$ cat src/hw/rtl/suwt_pkg.sv
// Shared constants, operation codes, payload types and a helper for the word table.
package suwt_pkg;

    localparam int DEPTH  = 64;
    localparam int IDX_W  = (DEPTH > 1) ? $clog2(DEPTH) : 1;
    localparam int POS_W  = 7;
    localparam int WORD_W = 32;
    localparam int OP_W   = 4;

    localparam logic [OP_W-1:0] OP_CLEAR      = 4'd0;
    localparam logic [OP_W-1:0] OP_APPEND     = 4'd1;
    localparam logic [OP_W-1:0] OP_APPEND_U   = 4'd2;
    localparam logic [OP_W-1:0] OP_SORTED     = 4'd3;
    localparam logic [OP_W-1:0] OP_SORTED_U   = 4'd4;
    localparam logic [OP_W-1:0] OP_GET        = 4'd5;
    localparam logic [OP_W-1:0] OP_FIRST      = 4'd6;
    localparam logic [OP_W-1:0] OP_NEXT       = 4'd7;
    localparam logic [OP_W-1:0] OP_FIND_FIRST = 4'd8;
    localparam logic [OP_W-1:0] OP_FIND_NEXT  = 4'd9;
    localparam logic [OP_W-1:0] OP_DELETE     = 4'd10;

    localparam logic [1:0] CELL_HOLD = 2'd0;
    localparam logic [1:0] CELL_PUT  = 2'd1;
    localparam logic [1:0] CELL_INS  = 2'd2;
    localparam logic [1:0] CELL_DEL  = 2'd3;

    typedef struct packed {
        logic [OP_W-1:0]   operation;
        logic [WORD_W-1:0] value;
        logic [POS_W-1:0]  position;
    } t_cmd;

    typedef struct packed {
        logic              ok;
        logic [WORD_W-1:0] value_out;
        logic [POS_W-1:0]  index_out;
        logic              is_empty;
    } t_result;

    typedef struct packed {
        logic [1:0]       mode;
        logic [IDX_W-1:0] target;
    } t_cell_cmd;

    // Returns a found flag above the index of the lowest set bit.
    function automatic logic [IDX_W:0] first_set(input logic [DEPTH-1:0] v);
        logic [IDX_W:0] r;
        r = '0;
        for (int i = DEPTH - 1; i >= 0; i--) begin
            if (v[i]) begin
                r = {1'b1, IDX_W'(i)};
            end
        end
        return r;
    endfunction

endpackage

$ cat src/hw/rtl/suwt_cell.sv
// One table cell: holds a word, compares it with the operand and shifts with its neighbors.
module suwt_cell (
    input  logic                      i_clk,
    input  suwt_pkg::t_cell_cmd       i_cmd,
    input  logic [suwt_pkg::IDX_W-1:0]  i_index,
    input  logic [suwt_pkg::WORD_W-1:0] i_new_word,
    input  logic [suwt_pkg::WORD_W-1:0] i_left_word,
    input  logic [suwt_pkg::WORD_W-1:0] i_right_word,
    output logic [suwt_pkg::WORD_W-1:0] o_word,
    output logic                      o_eq,
    output logic                      o_ge
);

    logic [suwt_pkg::WORD_W-1:0] r_word;
    logic [suwt_pkg::WORD_W-1:0] n_word;

    always_comb begin
        n_word = r_word;
        unique case (i_cmd.mode)
            suwt_pkg::CELL_HOLD: begin
                n_word = r_word;
            end
            suwt_pkg::CELL_PUT: begin
                if (i_index == i_cmd.target) begin
                    n_word = i_new_word;
                end
            end
            suwt_pkg::CELL_INS: begin
                if (i_index == i_cmd.target) begin
                    n_word = i_new_word;
                end else if (i_index > i_cmd.target) begin
                    n_word = i_left_word;
                end
            end
            suwt_pkg::CELL_DEL: begin
                if (i_index >= i_cmd.target) begin
                    n_word = i_right_word;
                end
            end
        endcase
    end

    always_ff @(posedge i_clk) begin
        r_word <= n_word;
    end

    assign o_word = r_word;
    assign o_eq   = (r_word == i_new_word);
    assign o_ge   = (r_word >= i_new_word);

endmodule

$ cat config.mk
export PLATFORM = sky130hd
export DESIGN_NAME = suwt_cell
export DESIGN_NICKNAME = d
export VERILOG_FILES = /design/src/hw/rtl/suwt_pkg.sv /design/src/hw/rtl/suwt_cell.sv
export SDC_FILE = /design/constraint.sdc
export NUM_CORES = 1
export LEC_CHECK = 0
export BUFFER_PORTS_ARGS = -buffer_cell sky130_fd_sc_hd__buf_2
export CAP_MARGIN = 15
export CORE_AREA = 5 5 104 77
export CTS_CLUSTER_SIZE = 8
export DETAILED_ROUTE_END_ITERATION = 16
export DIE_AREA = 0 0 109 82
export GPL_ROUTABILITY_DRIVEN = 0
export PLACE_DENSITY = 0.75
export SETUP_SLACK_MARGIN = 0.05
export SLEW_MARGIN = 10
export SYNTH_ARGS = -nofsm -noshare
export SYNTH_HDL_FRONTEND = slang
export SYNTH_SLANG_ARGS = --single-unit
$ cat constraint.sdc
create_clock -name i_clk -period 2.36 [get_ports i_clk]
set_input_delay 0.236 -clock i_clk [delete_from_list [all_inputs] [get_ports i_clk]]
set_output_delay 0.236 -clock i_clk [all_outputs]
set_load 0.05 [all_outputs]
; Word-level counts from Yosys, hierarchy flattened
; Index checks and enable logic that the tools add are counted.
[op_classes]
n_addsub = 0
multipliers = 0
div_mod_pow = 0
order_cmp = 3
n_eq_ne = 8
shift = 0
mux = 5
n_bitwise = 1
n_reduce_logical = 2
[op_table]
columns = cell, n
row1 = 2-to-1 mux 32 bit, 4
row2 = one-hot mux 32 bit (3 select lines), 1
row3 = == test 32 bit, 1
row4 = greater-or-equal comparator 32 bit, 1
row5 = == test 6 bit, 1
row6 = greater-or-equal comparator 6 bit, 1
row7 = > comparator 6 bit, 1
row8 = == test 2 bit (second input constant), 2
row9 = inequality test 2 bit (second input constant), 2
row10 = AND reduction 4 bit, 1
row11 = inequality test 3 bit (second input constant), 1
row12 = == test 2 x 1 -> 1 bit (second input constant), 1
row13 = zero test 2 bit, 1
row14 = inverter 1 bit, 1
[totals]
ff_bits = 32
latch_bits = 0
ram_bits = 0
rom_bits = 0
inputBits = 111
wordCells = 20
n_memories = 0

; Depth between registers and ports, before layout
; Gate-level depths: netlist (run 1).
[logic_depth]
depth_word = 4
depth_mapped = 7
ltp_nobuf = 7

; Worst setup path before layout (run 1)
; OpenSTA, ideal clock, no wires.
[synth_timing]
kind = flip-flop to output port
from = register r_word, in the netlist o_word[30]
to = output o_ge
t_arrival_ns = 2.617
path_slack_ns = -0.493
path_stages_with_launch = 6
n_path_buf = 0
cell_sequence = edfxtp_1 > ha_1 > and4_1 > nand4_1 > or4_4 > o221ai_1
[synth_between]
elab_chain_len = 1
[synth_lines]
columns = element, line
row1 = from (decl), suwt_cell.sv:14  ; logic [suwt_pkg::WORD_W-1:0] r_word;
row2 = from (signal assigned), suwt_cell.sv:44  ; r_word <= n_word;
row3 = greater-or-equal comparator 32 bit, suwt_cell.sv:49  ; assign o_ge = (r_word >= i_new_word);
row4 = to (decl), suwt_cell.sv:11  ; output logic o_ge
; No other way between the ends.

; Worst setup path in the final report (run 1)
[layout_timing]
from = register r_word, in the netlist o_word[13]
to = output o_ge
; Same word-level chain as after synthesis.

==> results of run 1 <==
-- final cells by class --
type	count	share of cell area [%]
Timing Repair Buffer	153	21.2
Inverter	39	3.87
Tap cell	98	3.24
Clock buffer	5	1.82
Multi-Input combinational cell	224	44.5
Sequential cell	32	25.4
-- synth_stat cells (2+ instances only) --
cell type / instances
a21o_1: 4
a21oi_1: 43
a221o_1: 2
and4_1: 2
buf_2: 4
clkbuf_1: 13
edfxtp_1: 32
ha_1: 38
inv_1: 39
nand2_1: 6
nand2b_1: 33
nand3_1: 3
nand4_1: 6
nor2_1: 38
o21ai_0: 3
o31ai_1: 32
-- critical path, stage by stage, from the launching register on --
cell and delay, ns:
edfxtp_1 0.39, ha_1 0.32, and4_1 0.17, a221o_1 0.37, a2111oi_2 0.31, buf_4 0.18, o221ai_4 0.09, buf_6 0.17
-- through the flow --
stage	hold WS [ns]	total power [mW]	instance area [sq um]	setup slack, ns
floorplan	0.466	1.29	2760	-0.106
global placement	0.573	1.52	3590	0.0106
detailed placement	0.582	1.55	3590	-0.0609
CTS	0.288	1.95	3710	-0.203
global route	0.295	2.09	3780	-0.253
finish	0.295	1.96	3780	-0.162
-- worst min path at each step --
stage,start,slack [ns],end,depth (start not counted)
after floorplan,i_new_word[6],0.47,o_word[6],2
after global placement,i_new_word[11],0.57,o_word[11],3
after detailed placement,i_new_word[22],0.58,o_word[22],3
after CTS,i_new_word[22],0.29,o_word[22],3
after global routing,i_new_word[1],0.30,o_word[1],3
final,i_new_word[22],0.30,o_word[22],3
-- power by group through the flow --
| stage | Clock (mW) | Sequential [mW] | Combinational, mW |
|---|---|---|---|
| 2_1_floorplan | 0 | 0.978 | 0.314 |
| 3_3_place_gp | 0 | 0.753 | 0.769 |
| 3_5_place_dp | 0 | 0.758 | 0.787 |
| 4_1_cts | 0.395 | 0.748 | 0.807 |
| 5_1_grt | 0.426 | 0.759 | 0.904 |
| 6_report | 0.382 | 0.751 | 0.822 |
-- cells by family after synthesis --
| kind of cell | after synthesis |
|---|---|
| AO/OA/AOI/OAI | 93 |
| flip-flops | 32 |
| buffers and inverters | 56 |
| AND/OR/NAND/NOR | 93 |
| adder cells (fa/ha/maj) | 38 |
-- what timing repair did --
action                                  CTS  global route
setup buffers                             2             0
resized for setup                         6             7
pin swaps                                 4             0
endpoints found under the setup margin    2             2
-- per-layer routing --
layer  global-route usage (%)  part of all wire [%]  wire [microns]  vias up
met2                     29.5                    47            3730       91
met1                     21.6                    43            3460     1185
met3                     4.01                   8.3             658       11
met4                     5.93                   1.4             110        0
met5                        0                     0               0        -
li1                         -                     -               -     1401
==> impl_metrics.ini, run 1 <==
[timing]
slew_viol_final = 0
clock.fmax_mhz = 397
relSlewSlack_pct = 46.0
report.final.hold_viol_count = 0
rsz0062_at_grt = yes
worst_pin_slew_ns = 0.810
min_period_ns = 2.52
finalWorstSetupSlack_ns = -0.162
finalCritPeriodShare_pct = 107
setup_tns_ns = -0.272
setup_violations = 2

[floorplan]
die_area_sq_mm = 0.00894
core-area_sq_mm = 0.00699
num_io_pins = 145
start_util_pct = 39.1
row_count = 26
die_h_microns = 82
fp.dieW_microns = 109

[logic_synthesis]
synth_top_family_by_area = compound AO/OA/AOI/OAI gates
avgSynthCellArea_sq_um = 8.76
synth.mux.area_fraction_pct = 0
syn_nets = 461
synth.largest_area_cell = edfxtp_1
synth-xor-area-share_pct = 0
synth_adder_area_share_pct = 17.4
synth-compound-area-share_pct = 21.9
yosys_warnings = 0
ys_ff_latch = 32
synth_top_cells_by_area = edfxtp_1, ha_1, o31ai_1
synthArstFlopShare_pct = 0
syn_inst = 312
synth_edf_count = 32
syn_area_sq_mm = 0.00273
synth_flop_cell = edfxtp_1
ys_seq_area_share_pct = 35.2
synthSimpleGateAreaFrac_pct = 17.6
synthDistinctLibCells = 30
synth_top_area_share_pct = 35.2

[routing]
dr.pass1.iters = 4
post-route-drc-count = 0
wirelength_mm = 7.96
drt_iter0_drc = 71
ant_nets = 0
vias = 2688
wl_per_cell_microns = 14.5
routed_via_density = 4.88

[power_and_ir_drop]
switchingPower_uw = 754
cellPowerDensity_mw_per_mm2 = 517
power.share.clock_pct = 19.5
vdd_drop_max_uv = 226
p_seq_share_pct = 38.4
switching_share_pct = 38.6
p_int_mw = 1.20
leakage_nw = 1.86
combPwrFrac_pct = 42.0

[clocking]
cts_tree = done
clkTransAtPathRegs_ns = 0.07
clockBufferDepth = 2
htreeDepth = 2
cts_sinks = 32
ctsRootBufferMaster = clkbuf_8
cts_hold_buf = 0
cts_made_buffers = 5

[worst_setup_path]
worstSetupPathType = reg2out
cp_data_arrival_time_ns = 2.29
cp-end-kind = primary output
required_ns = 2.12
cp_max_fo = 2
endpoint = o_ge
setup.worst_path.start_class = flop
crit_path_start = o_word[13]

[global_routing]
grt_pass1_vias = 2744
overflow = 0
grt_pass1_wl_mm = 12.2
grt.total_usage_pct = 17.3
grt_max_degree = 37
grt_antenna_before_repair = 0

[placed_design]
dp_hpwl_mm = 6.24
port_buffers = 144
placed_cells = 544

[finish]
drive_above_1_share_pct = 38.4
mostFrequentLayoutCell = buf_2
multiInputGateArea_sq_mm = 0.00168
fillers = 668
final_cell_mix = buf_2, a21oi_1, inv_1, nor2_1, nand2b_1
largest_reg_flops = 32
antenna_cells = 0
layout.nets = 604
register_area_sq_um = 961
syn_to_final_growth_pct = 38.3
final_util_pct = 54.0
finalNonFillerCells = 551

[run]
drv_cap = 0

[status]
status = finished, violations left
violations = setup timing

[worst_hold_path]
holdCritPathClass = in2reg
(Power assumes the default switching activity.)
==> inputs of run 2 (changes only) <==
--- a/config.mk
+++ b/config.mk
@@ -7,12 +7,14 @@
 export LEC_CHECK = 0
 export BUFFER_PORTS_ARGS = -buffer_cell sky130_fd_sc_hd__buf_2
 export CAP_MARGIN = 15
-export CORE_AREA = 5 5 104 77
+export CELL_PAD_IN_SITES_DETAIL_PLACEMENT = 2
+export CELL_PAD_IN_SITES_GLOBAL_PLACEMENT = 2
+export CORE_AREA = 5 5 140 102
 export CTS_CLUSTER_SIZE = 8
 export DETAILED_ROUTE_END_ITERATION = 16
-export DIE_AREA = 0 0 109 82
+export DIE_AREA = 0 0 145 107
 export GPL_ROUTABILITY_DRIVEN = 0
-export PLACE_DENSITY = 0.75
+export PLACE_DENSITY_LB_ADDON = 0.1
 export SETUP_SLACK_MARGIN = 0.05
 export SLEW_MARGIN = 10
 export SYNTH_ARGS = -nofsm -noshare
==> run 2 against run 1 <==
  * The flow still finishes with violations (setup timing)
  * Total power grew 15%
  * Cell count grew 13%
  * Wire length is 37% higher
  * Combinational power increased by 4.1%
  * Flip-flop and latch count unchanged
  * Die area up 74%
  * Hold slack better by 0.0023 ns
  * Core utilization fell by 23 points
  * Via count increased by 6.9%
  * Critical path depth unchanged
==> impl_metrics.ini, run 2 (synthesis gave the netlist of run 1 again) <==
[routing]
ant_nets = 0
wirelength_mm = 10.9
routed_via_density = 4.61
post-route-drc-count = 0
vias = 2874
drt_iter0_drc = 60
wl_per_cell_microns = 17.5
dr.pass1.iters = 3

[worst_setup_path]
setup.worst_path.start_class = flop
worstSetupPathType = reg2out
path_delay_family = compound AO/OA/AOI/OAI gates
cp_data_arrival_time_ns = 2.37
path_buf_inv = 2
crit_chain = ha_1, and4_1, a221o_1, a2111oi_4, buf_4, o221ai_4, buf_8
slowest_delay_ns = 0.41
cp-end-kind = primary output
crit_path_start = o_word[13]
required_ns = 2.12
cp_max_fo = 2
crit_slowest_cell = edfxtp_1

[timing]
report.final.hold_viol_count = 0
slew_viol_final = 0
setup_violations = 2
hold_ws_ns = 0.297
relSlewSlack_pct = 37.8
clock.fmax_mhz = 383
rsz0062_at_grt = yes
finalWorstSetupSlack_ns = -0.249
min_period_ns = 2.61
finalCritPeriodShare_pct = 111
worst_pin_slew_ns = 0.933

[clocking]
cts_made_buffers = 5
htreeDepth = 2
cts_sinks = 32
cts_hold_buf = 0
ctsRootBufferMaster = clkbuf_16
cts_tree = done
clockBufferDepth = 2
clkTransAtPathRegs_ns = 0.06

[finish]
antenna_cells = 0
largest_reg_flops = 32
layout.nets = 607
mostFrequentLayoutCell = buf_2
final_util_pct = 30.8
final_cell_mix = buf_2, a21oi_1, inv_1, nor2_1, nand2b_1
drive_above_1_share_pct = 38.4
syn_to_final_growth_pct = 44.4

[status]
violations = setup timing
status = finished, violations left

[placed_design]
pre_cts_ws_ns = -0.119
dp_hpwl_mm = 8.59
port_buffers = 144

[global_routing]
grt_antenna_before_repair = 0
overflow = 0
grt_pass1_wl_mm = 17.1
grt.total_usage_pct = 13.8
grt_pass1_vias = 3250
grt_max_degree = 38

[floorplan]
row_count = 35
die_area_sq_mm = 0.0155
die_h_microns = 107
core-area_sq_mm = 0.0128
num_io_pins = 145
start_util_pct = 21.3
fp.dieW_microns = 145

[run]
drv_cap = 0

[power_and_ir_drop]
leakage_nw = 1.90
finalPower_mw = 2.25
cellPowerDensity_mw_per_mm2 = 571
vdd_drop_max_uv = 219

[worst_hold_path]
hold_path.startpoint = i_new_word[31]
holdCritPathClass = in2reg
[run 2: cell types whose count changed in the layout (fill, tap and decap cells not counted), sizes merged]
| cell | previous run | this run |
|---|---|---|
| clkinv | 0 | 1 |
| buf | 153 | 156 |
| clkbuf | 5 | 6 |
[run 2: report_power, final]
| part | switching, mW | internal, mW |
|---|---|---|
| logic | 0.550 | 0.306 |
| clock network | 0.261 | 0.384 |
| registers | 0.0396 | 0.712 |
| total | 0.850 | 1.40 |
[run 2: per-stage QoR]
| stage | cells | cell area (sq um) | setup TNS (ns) |
|---|---|---|---|
| after CTS | 622 | 3910 | -0.418 |
| final | 624 | 3950 | -0.406 |
| after global placement | 615 | 3700 | -0.0746 |
| after floorplan | 312 | 2760 | -0.197 |
| after detailed placement | 615 | 3700 | -0.119 |
| after global routing | 624 | 3950 | -0.566 |
[run 2: layout make-up]
| class | instances | area [sq um] |
|---|---|---|
| multi-input cells | 224 | 1670 |
| repair buffers | 156 | 827 |
| well taps | 166 | 208 |
| fillers | 1476 | 8880 |
| clock buffers | 6 | 129 |
| clock inverters | 1 | 5.00 |
| inverters | 39 | 146 |
| flip-flops and latches | 32 | 961 |
[run 2: tightest hold or removal path, stage by stage]
cell and delay [ns]:
buf_2 0.09, nor2_1 0.04, a21oi_1 0.10
[run 2: path summary, 6_finish.rpt]
path / to / slack (ns) / cells past startpoint
hold / removal: o_word[31] / 0.30 / 3
setup / recovery: o_ge / -0.25 / 7
[run 2: layer usage]
metal  global-route usage (%)  wire (microns)
met5                        0               0
met4                     3.23             110
met3                     3.97             603
met2                     24.0            5270
met1                     16.9            4960
[run 2: repair_timing]
action,in CTS,in global routing
pin swaps,4,3
resized for setup,10,3
endpoints found under the setup margin,2,2
buffers inserted,0,2
==> inputs of run 3 (changes only) <==
--- a/config.mk
+++ b/config.mk
@@ -20,3 +20,4 @@
 export SYNTH_ARGS = -nofsm -noshare
 export SYNTH_HDL_FRONTEND = slang
 export SYNTH_SLANG_ARGS = --single-unit
+export TNS_END_PERCENT = 1
==> run 3 against run 2 <==
  * The run still ends with setup timing left
  * Combinational power is essentially flat
  * Via count fell by 1.4%
  * Critical endpoint unchanged
  * Highest routed layer unchanged
  * Hold slack about the same
==> impl_metrics.ini, run 3 (synthesis gave the netlist of run 1 again) <==
[status]
status = finished, violations left
violations = setup timing

[finish]
finalNonFillerCells = 624
mostFrequentLayoutCell = buf_2
layout.nets = 607
drive_above_1_share_pct = 38.6
antenna_cells = 0
fin_area_sq_mm = 0.00394
fillers = 1511
syn_to_final_growth_pct = 44.2
final_cell_mix = buf_2, a21oi_1, inv_1, nor2_1
largest_reg_flops = 32

[global_routing]
overflow = 0
grt_pass1_vias = 3115
grt_antenna_before_repair = 0
grt_max_degree = 38
grt_pass1_wl_mm = 16.8
grt.total_usage_pct = 13.6

[floorplan]
die_h_microns = 107
start_util_pct = 21.3
core-area_sq_mm = 0.0128
die_area_sq_mm = 0.0155
fp.dieW_microns = 145
row_count = 35
num_io_pins = 145

[clocking]
cts_tree = done
clkTransAtPathRegs_ns = 0.06
clockBufferDepth = 2
cts_sinks = 32
ctsRootBufferMaster = clkbuf_16
htreeDepth = 2
cts_made_buffers = 5

[worst_setup_path]
slowest_delay_ns = 0.43
cp_max_fo = 2
cp_data_arrival_time_ns = 2.34
crit_slowest_cell = edfxtp_1
required_ns = 2.12
cp-end-kind = primary output
setup.worst_path.start_class = flop
crit_chain = ha_4, a21oi_2, o21ai_2, a221o_1, a2111oi_4, buf_4, o221ai_4, buf_8
worstSetupPathType = reg2out

[timing]
finalWorstSetupSlack_ns = -0.219
slew_viol_final = 0
worst_pin_slew_ns = 0.878
setup_violations = 2
clock.fmax_mhz = 388
rsz0062_at_grt = yes
finalCritPeriodShare_pct = 109
min_period_ns = 2.58
report.final.hold_viol_count = 0
relSlewSlack_pct = 41.5

[power_and_ir_drop]
leakage_nw = 1.90
vdd_drop_max_uv = 225
cellPowerDensity_mw_per_mm2 = 570
combPwrFrac_pct = 38.2
p_int_mw = 1.40
power.share.clock_pct = 28.4
switching_share_pct = 37.5
p_seq_share_pct = 33.4
switchingPower_uw = 843

[routing]
vias = 2833
wl_per_cell_microns = 17.2
wirelength_mm = 10.7
ant_nets = 0
post-route-drc-count = 0
routed_via_density = 4.54
drt_iter0_drc = 47
dr.pass1.iters = 4

[placed_design]
port_buffers = 144
placed_cells = 614
placed_area_sq_mm = 0.00369
dp_hpwl_mm = 8.33

[worst_hold_path]
holdCritPathClass = in2reg

[run]
drv_cap = 0
[run 3: final cells by class]
type / instances / area [sq um] / area share (%)
Multi-Input combinational cell: 224 / 1670 / 42.3
Inverter: 39 / 146 / 3.71
Clock buffer: 6 / 129 / 3.27
Tap cell: 166 / 208 / 5.27
Clock inverter: 1 / 5.00 / 0.127
Timing Repair Buffer: 156 / 827 / 21.0
Sequential cell: 32 / 961 / 24.4
[run 3: power by group through the flow]
| stage | logic (mW) | registers, mW | clock network, mW |
|---|---|---|---|
| 4_1_cts | 0.864 | 0.751 | 0.660 |
| 2_1_floorplan | 0.314 | 0.979 | 0 |
| 5_1_grt | 0.946 | 0.759 | 0.692 |
| 3_5_place_dp | 0.832 | 0.760 | 0 |
| 6_report | 0.857 | 0.750 | 0.638 |
| 3_3_place_gp | 0.820 | 0.756 | 0 |
[run 3: worst max-delay path: cells and delay by family (launching register included)]
kind,cells,cell delay (ns)
compound gates,5,1.04
fa+ha+maj,1,0.24
buf+inv,2,0.34
flops,1,0.43
[run 3: worst paths after layout]
| kind | from | end | slack [ns] | cells after the start |
|---|---|---|---|---|
| worst min-delay path | i_new_word[15] | o_word[15] | 0.30 | 3 |
| worst max-delay path | o_word[9] | o_ge | -0.22 | 8 |
[run 3: per-stage QoR]
step | setup slack, ns | hold WS [ns] | power (mW) | util, % | TNS, ns
finish | -0.219 | 0.297 | 2.25 | 30.7 | -0.351
CTS | -0.225 | 0.284 | 2.27 | 30.4 | -0.402
global placement | -0.0556 | 0.579 | 1.58 | 28.8 | -0.0556
floorplan | -0.106 | 0.466 | 1.29 | - | -0.794
detailed placement | -0.0827 | 0.585 | 1.59 | 28.8 | -0.0827
global route | -0.319 | 0.311 | 2.40 | 30.7 | -0.569
[run 3: layer usage]
metal / wire [microns] / vias to the layer above / global-route usage, %
met2: 4900 / 77 / 22.1
met5: 0 / - / 0
met4: 142 / 0 / 3.49
met3: 583 / 10 / 4.10
li1: - / 1412 / -
met1: 5080 / 1334 / 17.6
[run 3: what timing repair did]
item	CTS	global route
endpoints found under the hold margin	0	0
resized for setup	9	5
hold buffers	0	0
setup buffers	2	1
pin swaps	2	2
setup endpoints to repair	2	2
